$ cat src/design/bfa_pkg.sv
`timescale 1ns / 1ps
package bfa_pkg;

    localparam int RES_BITS    = 16;
    localparam int MAX_NODES   = 256;
    localparam int NODE_AW     = 8;
    localparam int NODE_CW     = 9;
    localparam int MAX_JOBS    = 1024;
    localparam int JOB_AW      = 10;
    localparam int JOB_CW      = 11;
    localparam int ID_W        = 11;
    localparam int NUM_FLAVORS = 4;
    localparam int FLAV_W      = 2;
    localparam int CFG_W       = 48;
    localparam int CFG_IDX_W   = 3;

    typedef enum logic [CFG_IDX_W-1:0] {
        REG_FLAVOR_COUNT = 3'd0,
        REG_FLAVOR_0     = 3'd1,
        REG_FLAVOR_1     = 3'd2,
        REG_FLAVOR_2     = 3'd3,
        REG_FLAVOR_3     = 3'd4
    } reg_idx_t;

    typedef enum logic [1:0] {
        ST_OK        = 2'd0,
        ST_NO_FLAVOR = 2'd1,
        ST_FULL      = 2'd2,
        ST_NO_JOB    = 2'd3
    } status_t;

    typedef struct packed {
        logic                mode;
        logic [ID_W-1:0]     job_id;
        logic [RES_BITS-1:0] need_cpu;
        logic [RES_BITS-1:0] need_memory;
    } in_item_t;

    typedef struct packed {
        logic [NODE_AW-1:0] node_index;
        logic               opened_node;
        logic [FLAV_W-1:0]  opened_flavor;
        logic [1:0]         status;
    } out_item_t;

    typedef struct packed {
        logic [RES_BITS-1:0] free_cpu;
        logic [RES_BITS-1:0] free_mem;
        logic [RES_BITS-1:0] used_cpu;
        logic [RES_BITS-1:0] used_mem;
        logic                open;
    } node_entry_t;

    typedef struct packed {
        logic [RES_BITS-1:0] cpu;
        logic [RES_BITS-1:0] mem;
        logic [NODE_AW-1:0]  node;
        logic                live;
    } job_entry_t;

    // controller to datapath
    typedef struct packed {
        logic    load;
        logic    node_read;
        logic    scan_start;
        logic    wr_delete;
        logic    wr_place;
        logic    wr_open;
        logic    err_load;
        status_t err_code;
    } cmd_t;

    // datapath to controller
    typedef struct packed {
        logic clear_done;
        logic out_free;
        logic id_bad;
        logic is_delete;
        logic job_live;
        logic scan_done;
        logic found;
        logic flav_found;
        logic table_full;
    } stat_t;

endpackage

$ cat src/design/bfa_ctrl.sv
`timescale 1ns / 1ps
module bfa_ctrl (
    input  logic           clk,
    input  logic           rst_n,
    input  logic           in_valid,
    output logic           in_ready,
    input  bfa_pkg::stat_t stat,
    output bfa_pkg::cmd_t  cmd
);
    import bfa_pkg::*;

    typedef enum logic [2:0] {
        S_IDLE,
        S_JOB_WAIT,
        S_JOB_CHK,
        S_NODE_WAIT,
        S_NODE_UPD,
        S_SCAN,
        S_DECIDE
    } state_t;

    state_t state_reg, state_next;

    // decode commands and next state
    always_comb
    begin
        state_next   = state_reg;
        cmd          = '0;
        cmd.err_code = ST_OK;
        in_ready     = 1'b0;
        unique case (state_reg)
            S_IDLE:
            begin
                in_ready = stat.clear_done;
                if (in_valid && stat.clear_done)
                begin
                    cmd.load   = 1'b1;
                    state_next = S_JOB_WAIT;
                end
            end
            S_JOB_WAIT:
                state_next = S_JOB_CHK;
            S_JOB_CHK:
            begin
                if (stat.id_bad || (stat.is_delete != stat.job_live))
                begin
                    if (stat.out_free)
                    begin
                        cmd.err_load = 1'b1;
                        cmd.err_code = ST_NO_JOB;
                        state_next   = S_IDLE;
                    end
                end
                else if (stat.is_delete)
                begin
                    cmd.node_read = 1'b1;
                    state_next    = S_NODE_WAIT;
                end
                else
                begin
                    cmd.scan_start = 1'b1;
                    state_next     = S_SCAN;
                end
            end
            S_NODE_WAIT:
                state_next = S_NODE_UPD;
            S_NODE_UPD:
            begin
                if (stat.out_free)
                begin
                    cmd.wr_delete = 1'b1;
                    state_next    = S_IDLE;
                end
            end
            S_SCAN:
            begin
                if (stat.scan_done)
                    state_next = S_DECIDE;
            end
            S_DECIDE:
            begin
                if (stat.out_free)
                begin
                    state_next = S_IDLE;
                    priority if (stat.found)
                        cmd.wr_place = 1'b1;
                    else if (!stat.flav_found)
                    begin
                        cmd.err_load = 1'b1;
                        cmd.err_code = ST_NO_FLAVOR;
                    end
                    else if (stat.table_full)
                    begin
                        cmd.err_load = 1'b1;
                        cmd.err_code = ST_FULL;
                    end
                    else
                        cmd.wr_open = 1'b1;
                end
            end
            default:
                state_next = S_IDLE;
        endcase
    end

    // hold state
    always_ff @(posedge clk or negedge rst_n)
    begin
        if (!rst_n)
            state_reg <= S_IDLE;
        else
            state_reg <= state_next;
    end

`ifndef SYNTHESIS
    a_ready_idle: assert property (@(posedge clk) disable iff (!rst_n)
        in_ready |-> state_reg == S_IDLE && stat.clear_done)
        else $error("ready outside idle");
    a_load_advance: assert property (@(posedge clk) disable iff (!rst_n)
        cmd.load |=> state_reg == S_JOB_WAIT)
        else $error("load did not advance");
    a_scan_then_scan: assert property (@(posedge clk) disable iff (!rst_n)
        cmd.scan_start |=> state_reg == S_SCAN)
        else $error("scan start lost");
`endif
endmodule

$ cat config.mk
export PLATFORM = sky130hd
export DESIGN_NAME = bfa_ctrl
export DESIGN_NICKNAME = d
export VERILOG_FILES = /design/src/design/bfa_pkg.sv /design/src/design/bfa_ctrl.sv
export SDC_FILE = /design/constraint.sdc
export NUM_CORES = 1
export LEC_CHECK = 0
export BUFFER_PORTS_ARGS = -buffer_cell sky130_fd_sc_hd__buf_2
export CELL_PAD_IN_SITES_DETAIL_PLACEMENT = 1
export CELL_PAD_IN_SITES_GLOBAL_PLACEMENT = 2
export CORE_ASPECT_RATIO = 0.9
export CORE_UTILIZATION = 18
export CTS_CLUSTER_DIAMETER = 120
export DETAILED_ROUTE_END_ITERATION = 8
export GPL_ROUTABILITY_DRIVEN = 1
export PLACE_DENSITY = 0.71
export SYNTH_ARGS = -nofsm -noshare
export SYNTH_HDL_FRONTEND = slang
export SYNTH_SLANG_ARGS = --single-unit
$ cat constraint.sdc
create_clock -name clk -period 1.3 [get_ports clk]
set_clock_uncertainty 0.15 [all_clocks]
set_input_delay 0.26 -clock clk [delete_from_list [all_inputs] [get_ports clk]]
set_output_delay 0.26 -clock clk [all_outputs]
set_load 0.01 [all_outputs]
* Word-level counts from Yosys, hierarchy flattened *
Index checks and enable logic that the tools add are counted.

word-level totals
  bits in registers = 3

operators by class
  mux-type cells = 26
  reduce and logical (&&, ||, !) cells = 5
  equality and inequality tests = 9

operators with widths
  kind                                            count
  2-to-1 mux 3 bit                                9
  case mux 3 bit (6 select lines)                 1
  2-to-1 mux 1 bit                                10
  == test 3 bit (second input constant)           3
  == test 3 x 2 -> 1 bit (second input constant)  2
  2-to-1 mux 2 bit                                3
  case mux 3 bit (2 select lines)                 1
  2-to-1 mux 5 bit                                1
  2-to-1 mux 4 bit                                1
  != test 2 bit (second input constant)           2
  == test 3 x 1 -> 1 bit (second input constant)  1
  zero test 3 bit                                 1
  AND reduction 2 bit                             1
  OR reduction 2 bit                              1
  logical AND 1 bit                               1
  logical OR 1 bit                                1
  != test 1 bit                                   1

* Depth between registers and ports, before layout *
Gate-level depths: netlist of the first run.

  depth in word-level cells = 5
  mapped depth = 4
  depth with buffers taken out = 3

* Least setup slack after synthesis of the first run *
OpenSTA, ideal clock, no wires.

  path type = flip-flop to output port
  from = register state_reg[0]
  to = output port cmd[1] (netlist name)
  arrival = 1.138 ns
  required time = 0.890 ns
  setup slack = -0.248 ns
  stages on the path, launching flop included = 5
  cell sequence = dfrtp_1 buf_6 nor2b_1 nand4b_1 o21ai_0

RTL lines
  element                   RTL line         RTL
  start: declaration        bfa_ctrl.sv:22   state_t state_reg, state_next;
  start signal: assignment  bfa_ctrl.sv:112  state_reg <= state_next;
  end: declaration          bfa_ctrl.sv:8    output bfa_pkg::cmd_t cmd

==> flow_summary.ini, run 1 <==
[run_status]
status = complete, but fails checks
violations = setup timing

[sta]
rsz0062_at_grt = yes
fmax_mhz = 549
setup_viol = 13
final.period_utilization_pct = 140
relSlewSlack_pct = 78.2
worst_pin_slew_ns = 0.323
whs_ns = 0.201
report.final.hold_viol_count = 0
period_minus_slack_ns = 1.82
setup_slack_ns = -0.521
slew_violations = 0

[hold_path]
min_path_type = primary input to async pin

[setup_path]
worstReg2RegStart = state_reg[0]
cp-end-kind = output pin
rr_worst_depth = 4
rr_endpoint = state_reg[0]
reg2reg_slack_ns = -0.23
crit_required_ns = 0.89
crit_fanout = 5
startpoint = state_reg[0]
critPathArrivalTime_ns = 1.41
startpoint_type = flop
critical_path_class = flop to output pin

[synth]
synthDistinctLibCells = 27
synth_top_area_share_pct = 21.2
synth_most_common_cell = nor2b_1
yosysWarnings = 0
synth_edf_count = 0
async_flop_share_pct = 100
synthCells = 40
ys_top_cells_by_count = nor2b_1, dfrtp_1, o21ai_0
syn-num-nets = 52
yosys.area.top_type = dfrtp_1
ys_seq_area_share_pct = 21.2
synthTopCellsByArea = dfrtp_1, nor2b_1, nor4b_4
ys_ff_latch = 3
syn_area_um2 = 354
syn_area_per_cell_um2 = 8.85
ys.flop_type = dfrtp_1

[drt]
via_count = 471
ant_nets = 0
wl_per_cell_um = 11.6
drc = 0
initialDrtViolationCount = 1
viasPerCell = 4.57
drt_pass1_iterations = 2
routed_wirelength_um = 1200

[global_route]
antenna_found_initial = 0
grtUsageTotal_pct = 13.3
grt_max_degree = 7
grt_pass1_vias = 487
gr-total-overflow = 0
grt_pass1_wl_um = 1990

[place]
dpl_cell_area_um2 = 554
gp_congestion = 0.695
port_buffers = 21
dpl_worst_slack_ns = -0.360
dpl.hpwl_um = 904

[floorplanning]
die_y_um = 44.1
core_um2 = 1750
start_util_pct = 20.2
die_x_um = 48.8
std_cell_rows = 14
die_area_um2 = 2150
io-pin-count = 22

[job]
maxCapViolations = 0

[clock_network]
cts_buffers = 3
root_buffer = clkbuf_4
htreeDepth = 1
cts_tree = yes
cts_buffer_depth = 2
clock_sinks = 3
path_clk_slew_ns = 0.03
clock_latency_ns = 0.24

[layout]
drive_gt1_share_pct = 67.1
fin_area_um2 = 679
largest_reg_flops = 3
syn2layout_area_growth_pct = 91.9
fillCellCount = 227
n_antenna_cell = 0
fin_util_pct = 38.8
num-nets-final = 92

[pwr]
power_density_nw_per_um2 = 1340
peakVddDrop_mv = 0.631
p_leak_uw = 0.000348
finalPower_uw = 910
## worst max-delay path: stages (launching register included)
cell and delay, ns:
dfrtp_2 0.45, nor4b_4 0.31, nor3b_4 0.25, buf_2 0.16
## layout by cell type, fill, tap and decap left out, types with 2 or more instances in the layout
cell       instances
buf_2             21
buf_4             14
clkbuf_4           3
dfrtp_2            3
nor2b_4            2
nor2b_1            2
xor2_1             2
o2111ai_1          2
nand2_1            2
o21ai_1            2
buf_6              2
## stage by stage
stage                     setup TNS [ns]  instances
after CTS                          -4.65        103
after detailed placement           -3.21         91
after global routing               -5.75        103
after floorplan                   -0.884         40
after global placement             -2.79         91
final                              -4.44        103
## power breakdown
part	internal [uW]	switching (uW)
sequential	128	60.7
combinational	335	221
clock	115	50.4
total	578	333
## routing by layer
metal / part of all wire (%) / global-route usage (%)
met4: 4.0 / 12.4
met5: 0 / 0
met1: 39 / 13.2
met2: 52 / 23.3
met3: 5.3 / 3.78
## logic make-up (layout without fill, tap and decap cells)
group,after synthesis,count (layout),synth area share (%)
compound gates,11,11,23.0
xor+xnor,2,2,4.95
buf+inv,5,44,9.89
flops,3,3,21.2
mux,1,1,2.83
simple gates,18,18,38.2
## final cells by class
| cell class | count | area [um2] | area share (%) |
|---|---|---|---|
| clock buffer | 4 | 26.3 | 3.87 |
| inverter | 2 | 7.51 | 1.10 |
| multi-input combinational | 32 | 294 | 43.3 |
| sequential | 3 | 78.8 | 11.6 |
| tap | 24 | 30.0 | 4.42 |
| timing repair buffer | 38 | 243 | 35.7 |
## how the worst max path moves through the flow
stage,end
after floorplan,cmd[1]
after global placement,cmd[6]
after detailed placement,cmd[6]
after CTS,cmd[6]
after global routing,cmd[6]
final,cmd[6]
## what timing repair did
item                       in CTS  in global routing
setup endpoints to repair      13                 13
resized for setup               8                  3
setup buffers                   7                  2
hold buffers                    1                  0
hold endpoints to repair        3                  0
pin swaps                       6                  3
cloned                          0                  0
Note: power is estimated with default switching activity, not from simulation.
==> inputs of run 2 (changes only) <==
--- a/config.mk
+++ b/config.mk
@@ -13,7 +13,7 @@
 export CTS_CLUSTER_DIAMETER = 120
 export DETAILED_ROUTE_END_ITERATION = 8
 export GPL_ROUTABILITY_DRIVEN = 1
-export PLACE_DENSITY = 0.71
+export PLACE_DENSITY_LB_ADDON = 0.1
 export SYNTH_ARGS = -nofsm -noshare
 export SYNTH_HDL_FRONTEND = slang
 export SYNTH_SLANG_ARGS = --single-unit
==> run 2 against run 1 <==
Against the previous run:
- the run still ends with setup timing left
- wire length increased by 13%
- via count increased by 5.3%
- first-iteration DRC count increased to 3.0 times the previous value
- combinational power increased by 35%
==> flow_summary.ini, run 2 (synthesized netlist as in run 1, its figures left out) <==
[layout]
fillCellCount = 209
drive_gt1_share_pct = 68.6
regArea_um2 = 76.3
multi_input_area_um2 = 315
most-common-layout-cells = buf_2, buf_4, buf_6, clkbuf_4
largest_reg_flops = 3
n_antenna_cell = 0
final_common_cell = buf_2
fin_area_um2 = 785
num-nets-final = 99
syn2layout_area_growth_pct = 122

[hold_path]
min_path_type = primary input to async pin

[global_route]
grt_pass1_wl_um = 1970
grt.busiest_layer = met2
antenna_found_initial = 0
gr-usage-met3_pct = 0
use_met1_pct = 14.4
grt_max_degree = 13
grt_pass1_vias = 480
grtUsageTotal_pct = 11.6
met2_usage_pct = 22.5
gr-total-overflow = 0

[job]
maxCapViolations = 0

[setup_path]
critPathTopFamily = simple AND/OR/NAND/NOR gates
startpoint_type = flop
rr_endpoint = state_reg[1]
slowest_stage = dfrtp_2
path_buf_inv = 1
worstReg2RegStart = state_reg[2]
cp-end-kind = output pin
critPathArrivalTime_ns = 1.39
rr_worst_depth = 7
path_cells = nor4b_4, nor3b_4, buf_2
crit_required_ns = 0.89
slowest_delay_ns = 0.48
startpoint = state_reg[0]
critical_path_class = flop to output pin
reg2reg_slack_ns = -0.22
crit_fanout = 7

[floorplanning]
core_um2 = 1750
std_cell_rows = 14
die_y_um = 44.1
die_x_um = 48.8
io-pin-count = 22
die_area_um2 = 2150
start_util_pct = 20.2

[pwr]
peakVddDrop_mv = 0.490
p_leak_uw = 0.000394
power_density_nw_per_um2 = 1400

[run_status]
violations = setup timing
status = complete, but fails checks

[drt]
initialDrtViolationCount = 3
viasPerCell = 4.51
drc = 0
routed_wirelength_um = 1350
drt_pass1_iterations = 4
via_count = 496
wl_per_cell_um = 12.3
ant_nets = 0

[clock_network]
root_buffer = clkbuf_4
cts_buffer_depth = 2
cts_buffers = 3
htreeDepth = 1
cts_tree = yes
path_clk_slew_ns = 0.04
clock_sinks = 3
clock_latency_ns = 0.23

[sta]
report.final.hold_viol_count = 0
period_minus_slack_ns = 1.80
fmax_mhz = 554
slew_violations = 0
setup_slack_ns = -0.504
rsz0062_at_grt = yes
final.period_utilization_pct = 139
whs_ns = 0.226
setup_viol = 13
worst_pin_slew_ns = 0.297
relSlewSlack_pct = 80.2

[place]
dpl_cell_area_um2 = 597
dpl.hpwl_um = 896
gp_congestion = 0.711
port_buffers = 21
==> run 2: worst register-to-register path: stages (launching register included) <==
cell and delay (ns):
dfrtp_1 0.40, buf_4 0.14, buf_6 0.12, nor3_4 0.04, buf_4 0.12, buf_4 0.12
a32o_1 0.19, a31oi_1 0.15
==> run 2: routing by layer <==
metal	routed length, um	up-vias
li1	-	243
met1	579	237
met2	716	16
met3	54	0
met4	0	0
met5	0	-
==> run 2: where the power goes <==
group,total (uW),leakage [uW],internal (uW),switching [uW]
sequential,180,0.0000383,124,55.8
combinational,752,0.000341,466,286
clock,168,0.0000150,115,52.5
==> run 2: timing repair <==
action | 4_1_cts | 5_1_grt
hold buffers | 1 | 0
endpoints found under the setup margin | 13 | 13
setup buffers | 2 | 8
pin swaps | 4 | 1
resized for setup | 6 | 11
endpoints found under the hold margin | 3 | 0
==> run 2: how the worst max path moves through the flow <==
stage | end | slack [ns] | cells after the start
final | cmd[6] | -0.50 | 3
after global routing | cmd[6] | -0.55 | 4
after CTS | cmd[6] | -0.52 | 4
after detailed placement | cmd[6] | -0.30 | 3
after global placement | cmd[6] | -0.30 | 3
after floorplan | cmd[1] | -0.17 | 4
==> run 2: stage by stage <==
stage	instances	TNS, ns	setup slack, ns	util, %	total power, uW
after CTS	102	-4.57	-0.521	38.6	884
after global placement	95	-2.56	-0.298	34.1	656
after detailed placement	95	-2.59	-0.297	34.1	658
after global routing	110	-5.36	-0.553	44.8	1160
after floorplan	40	-0.884	-0.171	-	440
final	110	-4.58	-0.504	44.8	1100
==> run 2: cell type report <==
type | count | area share [%]
inverters | 2 | 0.957
clock buffers | 4 | 3.35
well taps | 24 | 3.83
multi-input cells | 32 | 40.2
flip-flops and latches | 3 | 9.73
repair buffers | 45 | 41.9
==> inputs of run 3 (changes only) <==
--- a/config.mk
+++ b/config.mk
@@ -14,6 +14,7 @@
 export DETAILED_ROUTE_END_ITERATION = 8
 export GPL_ROUTABILITY_DRIVEN = 1
 export PLACE_DENSITY_LB_ADDON = 0.1
+export RECOVER_POWER = 25
 export SYNTH_ARGS = -nofsm -noshare
 export SYNTH_HDL_FRONTEND = slang
 export SYNTH_SLANG_ARGS = --single-unit
==> run 3 against run 2 <==
Against the previous run:
- the run still ends with setup timing left
- via count stayed put
- combinational power hardly changed
- final cell count stayed put
- final area is 0.16% lower
- highest routed layer unchanged
- total power hardly changed
- sequential cell count stayed put
- sequential power hardly changed
- largest power group unchanged
- critical path depth stayed put
- non-clock buffer count stayed put
- sequential share of layout area hardly changed
- maximum frequency stayed put
==> flow_summary.ini, run 3 (synthesized netlist as in run 1, its figures left out) <==
[setup_path]
reg2reg_slack_ns = -0.22
worstReg2RegStart = state_reg[2]
path_cells = nor4b_4, nor3b_4, buf_2
slowest_stage = dfrtp_2
crit_fanout = 7
critical_path_class = flop to output pin
crit_required_ns = 0.89
startpoint = state_reg[0]
cp-end-kind = output pin
critPathTopFamily = simple AND/OR/NAND/NOR gates
slowest_delay_ns = 0.48
path_buf_inv = 1
critPathArrivalTime_ns = 1.39
startpoint_type = flop

[global_route]
grt_pass1_wl_um = 1970
antenna_found_initial = 0
grt_max_degree = 13
gr-total-overflow = 0
grtUsageTotal_pct = 11.6
grt_pass1_vias = 480

[drt]
viasPerCell = 4.51
ant_nets = 0
wl_met3_um = 54
initialDrtViolationCount = 3
via_count = 496
drt-met1-wl_um = 577
wl_per_cell_um = 12.3
routed_wirelength_um = 1350
drt_pass1_iterations = 4
met2_length_um = 716
drc = 0
highest_layer = met3

[layout]
largest_reg_flops = 3
final_common_cell = buf_2
n_antenna_cell = 0
num-nets-final = 99
fin_area_um2 = 783
syn2layout_area_growth_pct = 121
most-common-layout-cells = buf_2, buf_4, buf_6, clkbuf_4
drive_gt1_share_pct = 67.4
stdcell_count = 110

[sta]
rsz0062_at_grt = yes
whs_ns = 0.237
period_minus_slack_ns = 1.80
worst_pin_slew_ns = 0.297
finalSetupTns_ns = -4.58
setup_viol = 13
report.final.hold_viol_count = 0
slew_violations = 0
relSlewSlack_pct = 80.2
final.period_utilization_pct = 139
setup_slack_ns = -0.504
fmax_mhz = 554

[floorplanning]
die_x_um = 48.8
start_util_pct = 20.2
die_y_um = 44.1
core_um2 = 1750
std_cell_rows = 14
die_area_um2 = 2150
io-pin-count = 22

[job]
maxCapViolations = 0

[pwr]
p_int_uw = 705
peakVddDrop_mv = 0.490
switching_share_pct = 35.9
p_leak_uw = 0.000392
p_clk_share_pct = 15.3
p_seq_share_pct = 16.4
power_density_nw_per_um2 = 1400
combinationalPowerShare_pct = 68.3
switching_power_uw = 395

[clock_network]
path_clk_slew_ns = 0.04
root_buffer = clkbuf_4
clock_sinks = 3
clock_latency_ns = 0.23
cts_tree = yes
htreeDepth = 1
cts_buffers = 3
cts_buffer_depth = 2

[place]
dp_cells = 95
dpl_worst_slack_ns = -0.297
dpl_cell_area_um2 = 597
port_buffers = 21
gp_congestion = 0.711
dpl.hpwl_um = 896

[hold_path]
min_path_type = primary input to async pin

[run_status]
status = complete, but fails checks
violations = setup timing
[run 3: cell types whose count changed in the layout (fill, tap and decap cells not counted)]
cell / previous run / this run
buf_2: 20 / 19
clkbuf_1: 1 / 2
[run 3: path summary, 6_finish.rpt]
check	endpoint	cells after the start
max	cmd[6]	3
min	state_reg[2]	2
max reg2reg	state_reg[1]	7
min reg2reg	state_reg[1]	2
max in group asynchronous	state_reg[0]	2
min in group clk	state_reg[1]	4
[run 3: power groups by stage]
stage	clock [uW]	combinational [uW]	sequential, uW
6_report	168	751	180
3_3_place_gp	0	482	174
5_1_grt	170	806	185
3_5_place_dp	0	483	176
2_1_floorplan	0	297	143
4_1_cts	167	531	185
[run 3: cell type report]
type | instances | area, um2
inverter | 2 | 7.51
clock buffer | 4 | 26.3
multi-input combinational | 32 | 315
fill | 210 | 968
tap | 24 | 30.0
timing repair buffer | 45 | 328
sequential | 3 | 76.3
[run 3: stage by stage]
step | total power, uW | utilization [%]
finish | 1100 | 44.7
global route | 1160 | 44.7
CTS | 884 | 38.6
detailed placement | 658 | 34.1
global placement | 656 | 34.1
floorplan | 440 | -
[run 3: metal layers]
metal | up-vias | GRT usage (%)
met3 | 0 | 0
met2 | 16 | 22.5
met4 | 0 | 3.53
met5 | - | 0
li1 | 243 | -
met1 | 237 | 14.4
[run 3: timing repair]
item                                    CTS  global route
hold buffers                              1             0
hold endpoints to repair                  3             0
pin swaps                                 4             1
endpoints found under the setup margin   13            13
cloned                                    0             0
setup buffers                             2             8
resized for setup                         6            11
[run 3: worst reg2reg max path, cell delays in order, from the launching register on]
cell,delay (ns)
dfrtp_1,0.40
buf_4,0.14
buf_6,0.12
nor3_4,0.04
buf_4,0.12
buf_4,0.12
a32o_1,0.19
a31oi_1,0.15
